<file path="config.mk">
export PLATFORM = sky130hd
export DESIGN_NAME = decimal_field_to_text_flat
export DESIGN_NICKNAME = d
export VERILOG_FILES = /design/src/sv/dft_pkg.sv /design/src/sv/dft_req_if.sv /design/src/sv/dft_rsp_if.sv /design/src/sv/dft_store.sv /design/src/sv/dft_ingest.sv /design/src/sv/dft_emit.sv /design/src/sv/decimal_field_to_text.sv /design/src/flat_wrapper.sv
export SDC_FILE = /design/constraint.sdc
export NUM_CORES = 1
export LEC_CHECK = 0
export ABC_AREA = 1
export BUFFER_PORTS_ARGS = -buffer_cell sky130_fd_sc_hd__buf_2
export CAP_MARGIN = 40
export CORE_UTILIZATION = 55
export CTS_BUF_LIST = sky130_fd_sc_hd__clkbuf_8
export CTS_CLUSTER_SIZE = 14
export DETAILED_ROUTE_END_ITERATION = 16
export GPL_ROUTABILITY_DRIVEN = 1
export GPL_TIMING_DRIVEN = 0
export PLACE_DENSITY_LB_ADDON = 0.05
export SETUP_SLACK_MARGIN = 0.15
export SLEW_MARGIN = 20
export SYNTH_ARGS = -nofsm -noshare
export SYNTH_HDL_FRONTEND = slang
export SYNTH_SLANG_ARGS = --single-unit
</file>
<file path="constraint.sdc">
create_clock -name clock -period 3.8 [get_ports clock]
set_input_delay 0.76 -clock clock [delete_from_list [all_inputs] [get_ports clock]]
set_output_delay 0.76 -clock clock [all_outputs]
set_load 0.005 [all_outputs]
</file>
<file path="src/sv/dft_pkg.sv">
// ============================================================================
// dft_pkg: shared types and constants for the decimal field to text block
// Holds the store geometry, EBCDIC codes, sign codes, the sequencer states
// and the structs that travel between the ingest, emit and store modules.
// ============================================================================
package dft_pkg;

   // Largest digit count honored; larger counts saturate to it.
   localparam int MAX_DIGITS  = 31;
   // Digit store depth; a packed field with an even count adds one nibble.
   localparam int STORE_DEPTH = 32;
   localparam int ADDR_W      = $clog2(STORE_DEPTH);
   // Nibble counter, saturating at its all-ones value.
   localparam int COUNT_W     = 6;
   localparam logic [COUNT_W-1:0] COUNT_LIMIT = '1;

   localparam logic [7:0] EBCDIC_ZERO  = 8'hF0;
   localparam logic [7:0] EBCDIC_MINUS = 8'h60;

   localparam logic [3:0] SIGN_NEG_B = 4'hB;
   localparam logic [3:0] SIGN_NEG_D = 4'hD;

   localparam logic MODE_PACKED = 1'b1;

   typedef enum logic {
      ING_IDLE,
      ING_LOW
   } ing_state_type;

   typedef enum logic [2:0] {
      EM_IDLE,
      EM_MINUS,
      EM_READ,
      EM_POINT0,
      EM_SEP,
      EM_DIGIT,
      EM_TAIL
   } emit_state_type;

   typedef struct packed {
      logic              en;
      logic [ADDR_W-1:0] addr;
      logic [3:0]        data;
   } store_wr_type;

   typedef struct packed {
      logic              en;
      logic [ADDR_W-1:0] addr;
   } store_rd_type;

   // Everything the emitter needs to format one field.
   typedef struct packed {
      logic               start;
      logic               neg;
      logic [COUNT_W-1:0] have;
      logic [COUNT_W-1:0] last_idx;
      logic [COUNT_W-1:0] point_idx;
      logic [7:0]         separator;
   } job_type;

endpackage

</file>
<file path="src/sv/dft_req_if.sv">
// ============================================================================
// dft_req_if: request channel of the decimal field to text block
// Carries one byte of a zoned or packed decimal field with its format.
// ============================================================================
interface dft_req_if;
   import dft_pkg::*;

   logic       valid;
   logic       ready;
   logic       mode;
   logic [4:0] digit_count;
   logic [4:0] fraction_digits;
   logic [7:0] separator;
   logic [7:0] source_byte;
   logic       last_byte;

   modport source (
      output valid, mode, digit_count, fraction_digits, separator,
             source_byte, last_byte,
      input  ready
   );

   modport sink (
      input  valid, mode, digit_count, fraction_digits, separator,
             source_byte, last_byte,
      output ready
   );

endinterface

</file>
<file path="src/sv/dft_rsp_if.sv">
// ============================================================================
// dft_rsp_if: result channel of the decimal field to text block
// Carries one EBCDIC character of the text and an end-of-text flag.
// ============================================================================
interface dft_rsp_if;
   import dft_pkg::*;

   logic       valid;
   logic       ready;
   logic [7:0] out_char;
   logic       last_char;

   modport source (
      output valid, out_char, last_char,
      input  ready
   );

   modport sink (
      input  valid, out_char, last_char,
      output ready
   );

endinterface

</file>
<file path="src/sv/dft_store.sv">
// ============================================================================
// dft_store: digit nibble memory
// One write port and one read port with registered read data.
// ============================================================================
module dft_store
   import dft_pkg::*;
(
   input  logic         clock,
   input  store_wr_type wr,
   input  store_rd_type rd,
   output logic [3:0]   rd_data
);

   logic [3:0] mem [STORE_DEPTH];
   logic [3:0] rd_data_ff;

   always_ff @(posedge clock) begin
      if (wr.en) begin
         mem[wr.addr] <= wr.data;
      end
   end

   // Read data holds between reads.
   always_ff @(posedge clock) begin
      if (rd.en) begin
         rd_data_ff <= mem[rd.addr];
      end
   end

   assign rd_data = rd_data_ff;

endmodule

</file>
<file path="src/sv/dft_ingest.sv">
// ============================================================================
// dft_ingest: field byte intake
// Latches the format on the first byte, writes digit nibbles to the store
// and hands a formatting job to the emitter on the last byte.
// ============================================================================
module dft_ingest
   import dft_pkg::*;
(
   input  logic          clock,
   input  logic          reset,
   dft_req_if.sink       req,
   input  logic          emit_busy,
   output store_wr_type  wr,
   output job_type       job
);

   ing_state_type      state_ff, state_in;
   logic [COUNT_W-1:0] count_ff, count_in;
   logic [3:0]         low_ff, low_in;
   logic               mode_ff;
   logic [4:0]         dcount_ff;
   logic [4:0]         frac_ff;
   logic [7:0]         sep_ff;

   logic               accept;
   logic               first;
   logic               mode_cur;
   logic [4:0]         dcount_cur;
   logic [4:0]         frac_cur;
   logic [7:0]         sep_cur;
   logic [COUNT_W-1:0] count_inc;
   logic               can_store;
   logic [3:0]         sign;
   logic [COUNT_W-1:0] dig_cnt;
   logic [COUNT_W-1:0] frac_cnt;

   assign req.ready = (state_ff == ING_IDLE) && !emit_busy;
   assign accept    = req.valid && req.ready;

   // A zero count means the byte on the channel opens a new field.
   assign first      = (count_ff == '0);
   assign mode_cur   = first ? req.mode            : mode_ff;
   assign dcount_cur = first ? req.digit_count     : dcount_ff;
   assign frac_cur   = first ? req.fraction_digits : frac_ff;
   assign sep_cur    = first ? req.separator       : sep_ff;

   assign count_inc = (count_ff == COUNT_LIMIT) ? count_ff : count_ff + 1'b1;
   // Nibbles beyond the store are never read, so they are dropped.
   assign can_store = (count_ff < COUNT_W'(STORE_DEPTH));

   always_comb begin
      state_in = state_ff;
      count_in = count_ff;
      low_in   = low_ff;
      wr.en    = 1'b0;
      wr.addr  = count_ff[ADDR_W-1:0];
      wr.data  = low_ff;
      case (state_ff)
         ING_IDLE: begin
            if (accept) begin
               wr.en   = can_store;
               wr.data = (mode_cur == MODE_PACKED) ? req.source_byte[7:4]
                                                   : req.source_byte[3:0];
               low_in  = req.source_byte[3:0];
               if (req.last_byte) begin
                  count_in = '0;
               end else begin
                  count_in = count_inc;
                  if (mode_cur == MODE_PACKED) begin
                     state_in = ING_LOW;
                  end
               end
            end
         end
         ING_LOW: begin
            wr.en    = can_store;
            count_in = count_inc;
            state_in = ING_IDLE;
         end
         default: begin
            state_in = ING_IDLE;
         end
      endcase
   end

   // Job description, computed from the format in force for this field.
   always_comb begin
      sign = (mode_cur == MODE_PACKED) ? req.source_byte[3:0]
                                       : req.source_byte[7:4];
      dig_cnt = {1'b0, dcount_cur};
      if (dig_cnt == '0) begin
         dig_cnt = COUNT_W'(1);
      end
      if (dig_cnt > COUNT_W'(MAX_DIGITS)) begin
         dig_cnt = COUNT_W'(MAX_DIGITS);
      end
      frac_cnt = {1'b0, frac_cur};
      if (frac_cnt > dig_cnt) begin
         frac_cnt = dig_cnt;
      end
      // An even packed count carries an extra leading nibble.
      if ((mode_cur == MODE_PACKED) && !dig_cnt[0]) begin
         dig_cnt = dig_cnt + 1'b1;
      end
      job.start     = accept && req.last_byte;
      job.neg       = (sign == SIGN_NEG_B) || (sign == SIGN_NEG_D);
      job.have      = count_inc;
      job.last_idx  = dig_cnt - 1'b1;
      job.point_idx = dig_cnt - frac_cnt;
      job.separator = sep_cur;
   end

   always_ff @(posedge clock) begin
      if (reset) begin
         state_ff <= ING_IDLE;
         count_ff <= '0;
      end else begin
         state_ff <= state_in;
         count_ff <= count_in;
      end
   end

   always_ff @(posedge clock) begin
      low_ff <= low_in;
      if (reset) begin
         mode_ff   <= 1'b0;
         dcount_ff <= '0;
         frac_ff   <= '0;
         sep_ff    <= '0;
      end else if (accept && first) begin
         mode_ff   <= req.mode;
         dcount_ff <= req.digit_count;
         frac_ff   <= req.fraction_digits;
         sep_ff    <= req.separator;
      end
   end

endmodule

</file>
<file path="src/sv/dft_emit.sv">
// ============================================================================
// dft_emit: text sequencer
// Walks the stored digits one read at a time and produces the characters
// through a registered output stage.
// ============================================================================
module dft_emit
   import dft_pkg::*;
(
   input  logic          clock,
   input  logic          reset,
   input  job_type       job,
   output logic          busy,
   output store_rd_type  rd,
   input  logic [3:0]    rd_data,
   dft_rsp_if.source     rsp
);

   emit_state_type     state_ff, state_in;
   logic [COUNT_W-1:0] idx_ff, idx_in;
   logic               started_ff, started_in;
   job_type            job_ff;

   logic               out_valid_ff;
   logic [7:0]         out_char_ff;
   logic               out_last_ff;

   logic               slot;
   logic               load;
   logic [7:0]         ch;
   logic               lst;
   logic [7:0]         digit_char;
   logic               show;
   logic               is_end;

   assign slot = !out_valid_ff || rsp.ready;
   assign busy = (state_ff != EM_IDLE);

   assign digit_char = (idx_ff < job_ff.have) ? (EBCDIC_ZERO | {4'b0, rd_data})
                                              : EBCDIC_ZERO;
   assign show   = (digit_char != EBCDIC_ZERO) || started_ff;
   assign is_end = (idx_ff == job_ff.last_idx);

   always_comb begin
      state_in   = state_ff;
      idx_in     = idx_ff;
      started_in = started_ff;
      load       = 1'b0;
      ch         = EBCDIC_ZERO;
      lst        = 1'b0;
      rd.en      = 1'b0;
      rd.addr    = idx_ff[ADDR_W-1:0];
      case (state_ff)
         EM_IDLE: begin
            if (job.start) begin
               idx_in     = '0;
               started_in = 1'b0;
               state_in   = job.neg ? EM_MINUS : EM_READ;
            end
         end
         EM_MINUS: begin
            if (slot) begin
               load     = 1'b1;
               ch       = EBCDIC_MINUS;
               state_in = EM_READ;
            end
         end
         EM_READ: begin
            rd.en = 1'b1;
            if (idx_ff == job_ff.point_idx) begin
               state_in = started_ff ? EM_SEP : EM_POINT0;
            end else begin
               state_in = EM_DIGIT;
            end
         end
         EM_POINT0: begin
            if (slot) begin
               load     = 1'b1;
               state_in = EM_SEP;
            end
         end
         EM_SEP: begin
            if (slot) begin
               load       = 1'b1;
               ch         = job_ff.separator;
               started_in = 1'b1;
               state_in   = EM_DIGIT;
            end
         end
         EM_DIGIT: begin
            if (!show || slot) begin
               load = show;
               ch   = digit_char;
               lst  = is_end;
               if (show) begin
                  started_in = 1'b1;
               end
               if (is_end) begin
                  state_in = show ? EM_IDLE : EM_TAIL;
               end else begin
                  idx_in   = idx_ff + 1'b1;
                  state_in = EM_READ;
               end
            end
         end
         EM_TAIL: begin
            if (slot) begin
               load     = 1'b1;
               lst      = 1'b1;
               state_in = EM_IDLE;
            end
         end
         default: begin
            state_in = EM_IDLE;
         end
      endcase
   end

   always_ff @(posedge clock) begin
      if (reset) begin
         state_ff     <= EM_IDLE;
         idx_ff       <= '0;
         started_ff   <= 1'b0;
         out_valid_ff <= 1'b0;
      end else begin
         state_ff   <= state_in;
         idx_ff     <= idx_in;
         started_ff <= started_in;
         if (load) begin
            out_valid_ff <= 1'b1;
         end else if (rsp.ready) begin
            out_valid_ff <= 1'b0;
         end
      end
   end

   always_ff @(posedge clock) begin
      if ((state_ff == EM_IDLE) && job.start) begin
         job_ff <= job;
      end
      if (load) begin
         out_char_ff <= ch;
         out_last_ff <= lst;
      end
   end

   assign rsp.valid     = out_valid_ff;
   assign rsp.out_char  = out_char_ff;
   assign rsp.last_char = out_last_ff;

endmodule

</file>
<file path="src/sv/decimal_field_to_text.sv">
// Text is offered only after the last byte of a field is taken, starting with a minus if negative.
// One write per nibble; a zoned byte writes one nibble, a packed byte its high and then its low
// nibble (the last byte only its high one). Each digit of the text is a memory read through the
// one read port, then an output; a minus, the point (with a zero before it) and a closing zero are extra outputs.
// Requests are held off while a field is being formatted.
// Reset (synchronous, active high) clears the control state; the digit memory is not cleared.
// ============================================================================
// decimal_field_to_text: zoned or packed decimal field to EBCDIC text
// Collects the digit nibbles of a decimal field into a small memory and,
// on the byte that carries the sign, writes the value out as EBCDIC text.
// ============================================================================
module decimal_field_to_text
   import dft_pkg::*;
(
   input  logic       clock,
   input  logic       reset,
   dft_req_if.sink    req,
   dft_rsp_if.source  rsp
);

   // Nibble writes from the intake side and reads from the text sequencer
   // share one memory. The two sides never overlap on a field: intake stops
   // taking requests while the sequencer is busy, and the sequencer only starts
   // reading once the last nibble has been written.
   store_wr_type wr;
   store_rd_type rd;
   logic [3:0]   rd_data;

   // The job carries the sign, the number of nibbles supplied, the index of
   // the last digit, the index where the point goes and the point character.
   job_type      job;
   logic         emit_busy;

   dft_ingest u_ingest (
      .clock     (clock),
      .reset     (reset),
      .req       (req),
      .emit_busy (emit_busy),
      .wr        (wr),
      .job       (job)
   );

   dft_store u_store (
      .clock   (clock),
      .wr      (wr),
      .rd      (rd),
      .rd_data (rd_data)
   );

   // The sequencer keeps its own output register, so a finished character
   // can wait for the consumer while the next request is taken.
   dft_emit u_emit (
      .clock   (clock),
      .reset   (reset),
      .job     (job),
      .busy    (emit_busy),
      .rd      (rd),
      .rd_data (rd_data),
      .rsp     (rsp)
   );

endmodule

</file>
<file path="src/flat_wrapper.sv">
// flat-port wrapper written by rule: the top's interface ports become plain ports
module decimal_field_to_text_flat import dft_pkg::*;
  (clock, reset, req_valid, req_mode, req_digit_count, req_fraction_digits, req_separator, req_source_byte, req_last_byte, req_ready, rsp_valid, rsp_out_char, rsp_last_char, rsp_ready);
  dft_req_if req_i ();
  dft_rsp_if rsp_i ();
  input  logic clock;
  input  logic reset;
  input wire logic [$bits(req_i.valid)-1:0] req_valid;
  input wire logic [$bits(req_i.mode)-1:0] req_mode;
  input wire logic [$bits(req_i.digit_count)-1:0] req_digit_count;
  input wire logic [$bits(req_i.fraction_digits)-1:0] req_fraction_digits;
  input wire logic [$bits(req_i.separator)-1:0] req_separator;
  input wire logic [$bits(req_i.source_byte)-1:0] req_source_byte;
  input wire logic [$bits(req_i.last_byte)-1:0] req_last_byte;
  output wire logic [$bits(req_i.ready)-1:0] req_ready;
  output wire logic [$bits(rsp_i.valid)-1:0] rsp_valid;
  output wire logic [$bits(rsp_i.out_char)-1:0] rsp_out_char;
  output wire logic [$bits(rsp_i.last_char)-1:0] rsp_last_char;
  input wire logic [$bits(rsp_i.ready)-1:0] rsp_ready;
  assign req_i.valid = req_valid;
  assign req_i.mode = req_mode;
  assign req_i.digit_count = req_digit_count;
  assign req_i.fraction_digits = req_fraction_digits;
  assign req_i.separator = req_separator;
  assign req_i.source_byte = req_source_byte;
  assign req_i.last_byte = req_last_byte;
  assign req_ready = req_i.ready;
  assign rsp_valid = rsp_i.valid;
  assign rsp_out_char = rsp_i.out_char;
  assign rsp_last_char = rsp_i.last_char;
  assign rsp_i.ready = rsp_ready;
  decimal_field_to_text u_core (.clock(clock), .reset(reset), .req(req_i), .rsp(rsp_i));
endmodule
</file>
==> run summary <==
Die Span Y: 135 um
Crit end category: flop
Depth of the CTS H-tree: 2
Die width: 135 um
Total of max-cap violations: 0
CP Class: flop to flop
Internal: 4780 uW
Slew Limit Fails: 0
Routability cong.: 0.940
PortBufs: 42
Via count of the routed design: 7413
Setup TNS Final: 0 ns
Num rows: 48
Vias/cell: 5.59
Antenna violations before repair: 0
Area grow syn2layout: 13.8%
Final core occ: 64.2%
Netlist cell types: 45
Switch share: 37.9%
Share of layout cells above drive strength 1: 15.3%
Synth Area in Simple Gates: 17.8%
Combinational Power Share: 36.3%
Initial DRC count: 686
Fmax achieved: 285 MHz
Clk_lat worst skew: 0.52 ns
Mux contribution to synthesized area: 0.102%
Syn Nets: 1040
Placeable Area: 17400 sq um
#FFs+latches synth: 208
Tmin final: 3.51 ns
1st-pass router iterations: 6
Arrival @ worst endpoint: 3.78 ns
Pin count of the biggest net entering global routing: 33
Post-synthesis adder-cell area fraction: 3.02%
Hold crit path type: input pin to flop
Worst slew margin: 53.1%
Data required, critical path: 4.07 ns
Max VDD drop: 355 uV
Final #Nets: 1129
Clock Sink Count: 208
Largest family of logic cells by synthesized area: simple AND/OR/NAND/NOR gates
GRT overflow: 0
Vias in the first global route: 6663
PD cells: 691 nW/um^2
Final Cycle Share: 92.4%
Post-Synth XOR/XNOR Area: 1.52%
Root buffer cell: clkbuf_8
Die footprint: 18300 sq um
Antenna-violating nets left: 0
CTS buffer count: 35
Slew @ Worst Pin: 0.704 ns
First-pass GRT wire length: 35600 um
ANT cells: 0
Total track usage: 26.1%
Fin. Hold Viols: 0
Reg power frac: 39.9%
CTS tree: done
Clk slew on worst S/H paths: 0.06 ns
Setup violators final: 0
Io pins: 43
Crit start category: flop
Synth Flop Type: edfxtp_1
Post-synthesis cell area: 9790 sq um
Hold_buf cts: 0
Compound-Gate Fraction of Synth Area: 12.0%
Dpl cells: 1256
Clock buffer depth: 3
RSZ-0062 raised after global routing: yes
Post-DP HPWL: 16400 um
Drc violations: 0
Synth Warn #: 0
Leakage power: 0.00424 uW
Final instance count without filler cells: 1325
Critical path fanouts, max: 8
Wire per inst: 17.7 um
Number of flops mapped to enable cells by yosys: 171
Fraction of registers with async set/reset: 0%
Detailed Route WL: 23400 um
Switching component of the power: 2920 uW
Mapped Cells: 985
Status: completed
Initial Util: 56.4%
Clock share of power: 23.8%
Commonest non-fill, non-tap cell in the layout: edfxtp_1
Most frequent cells in the layout: 171 x edfxtp_1, 155 x nor2_1, 150 x nand2_1
Post-Syn Area per Cell: 9.94 sq um
Max Clock Skew: 0.0218 ns
Register area share after synthesis: 60.0%
==> final cells by class <==
| cell class | count | area [sq um] |
|---|---|---|
| fill | 1451 | 6210 |
| sequential | 208 | 5880 |
| multi-input combinational | 646 | 3470 |
| clock buffer | 36 | 495 |
| inverter | 91 | 344 |
| timing repair buffer | 52 | 338 |
| tap | 225 | 282 |
| buffer | 40 | 198 |
| clock inverter | 27 | 143 |
==> power groups by stage <==
stage	combinational, uW	clock, uW	sequential (uW)
after floorplan	1720	0	3110
after global routing	3080	1950	3090
after CTS	2720	1860	3070
after detailed placement	2690	0	3120
after global placement	2530	0	3150
final	2800	1830	3070
==> worst paths after layout <==
check                                      startpoint                                endpoint  slack, ns  cells past startpoint
min reg2reg    u_core.u_ingest.sep_ff[3]$_SDFFE_PP0P_  u_core.u_ingest.sep_ff[3]$_SDFFE_PP0P_       0.45                      2
max reg2reg  u_core.u_ingest.count_ff[0]$_SDFFE_PP0P_      u_core.u_emit.job_ff[12]$_DFFE_PP_       0.29                     22
min                                     req_last_byte     u_core.u_ingest.state_ff$_SDFF_PP0_       0.42                      2
max          u_core.u_ingest.count_ff[0]$_SDFFE_PP0P_      u_core.u_emit.job_ff[12]$_DFFE_PP_       0.29                     22
==> state kept, by name, indices dropped and copies added, names as in the netlist, 3 cells and up <==
| name | count |
|---|---|
| u_core.u_emit.job_ff | 26 |
| u_core.u_ingest.dcount_ff | 5 |
| u_core.u_ingest.frac_ff | 5 |
| u_core.u_emit.state_ff | 3 |
| u_core.u_ingest.sep_ff | 8 |
| u_core.u_store.mem | 128 |
| u_core.u_emit.idx_ff | 6 |
| u_core.u_emit.rsp.out_char | 8 |
| u_core.u_store.rd_data | 4 |
| u_core.u_ingest.low_ff | 4 |
| u_core.u_ingest.count_ff | 6 |
==> worst max-delay path: stages (launching register included) <==
cell and delay, ns:
dfxtp_2 0.39, inv_2 0.08, ha_4 0.17, nand2_1 0.11, nor2_4 0.05, buf_6 0.14
buf_4 0.13, o21ai_2 0.21, nand2_2 0.12, ha_1 0.21, inv_1 0.05, a21oi_1 0.06
o21ai_1 0.18, a21oi_2 0.10, a21oi_4 0.22, nand2_1 0.10, o21ai_2 0.08, ha_1 0.17
inv_1 0.06, fa_2 0.35, nand3_1 0.07, nand3_1 0.08, xor2_1 0.15
==> per-layer routing <==
layer	up-vias	global-route usage (%)	routed length, um
met2	294	39.3	10400
met1	3489	37.6	10500
met4	0	8.05	491
met5	-	0	0
met3	42	5.84	2030
li1	3588	-	-
==> synth_stat cells, types with 13 or more instances <==
cell | number | share of area [%]
ha_1 | 22 | 2.8
edfxtp_1 | 171 | 52
nor2_1 | 156 | 6.0
clkbuf_1 | 27 | 1.0
inv_1 | 83 | 3.2
nand4_1 | 18 | 1.2
xor2_1 | 16 | 1.4
a21oi_1 | 31 | 1.6
o22ai_1 | 19 | 1.2
o221ai_1 | 13 | 1.2
nand2_1 | 151 | 5.8
dfxtp_1 | 37 | 7.6
o21ai_0 | 118 | 6.0
nand3_1 | 33 | 1.7
==> cell families after synthesis <==
kind of cell	after synthesis
mux	1
compound gates	206
fa+ha+maj	23
buf+inv	131
other cells	1
flops	208
xor+xnor	17
simple gates	398
==> through the flow <==
step                instance area, sq um  total power (uW)  worst slack (ns)  hold slack, ns
floorplan                           9790              4830             0.341           0.424
global placement                   10300              5680             -1.42           0.433
detailed placement                 10400              5810            -0.182           0.439
CTS                                11100              7660             0.151           0.395
global route                       11100              8120            0.0396           0.415
finish                             11100              7700             0.287           0.418
==> repair_timing <==
item,in CTS,in global routing
setup endpoints to repair,5,5
cloned,0,0
gates resized for setup,8,9
buffers inserted,1,3
pin swaps,1,5
Note: power is estimated with default switching activity, not from simulation.
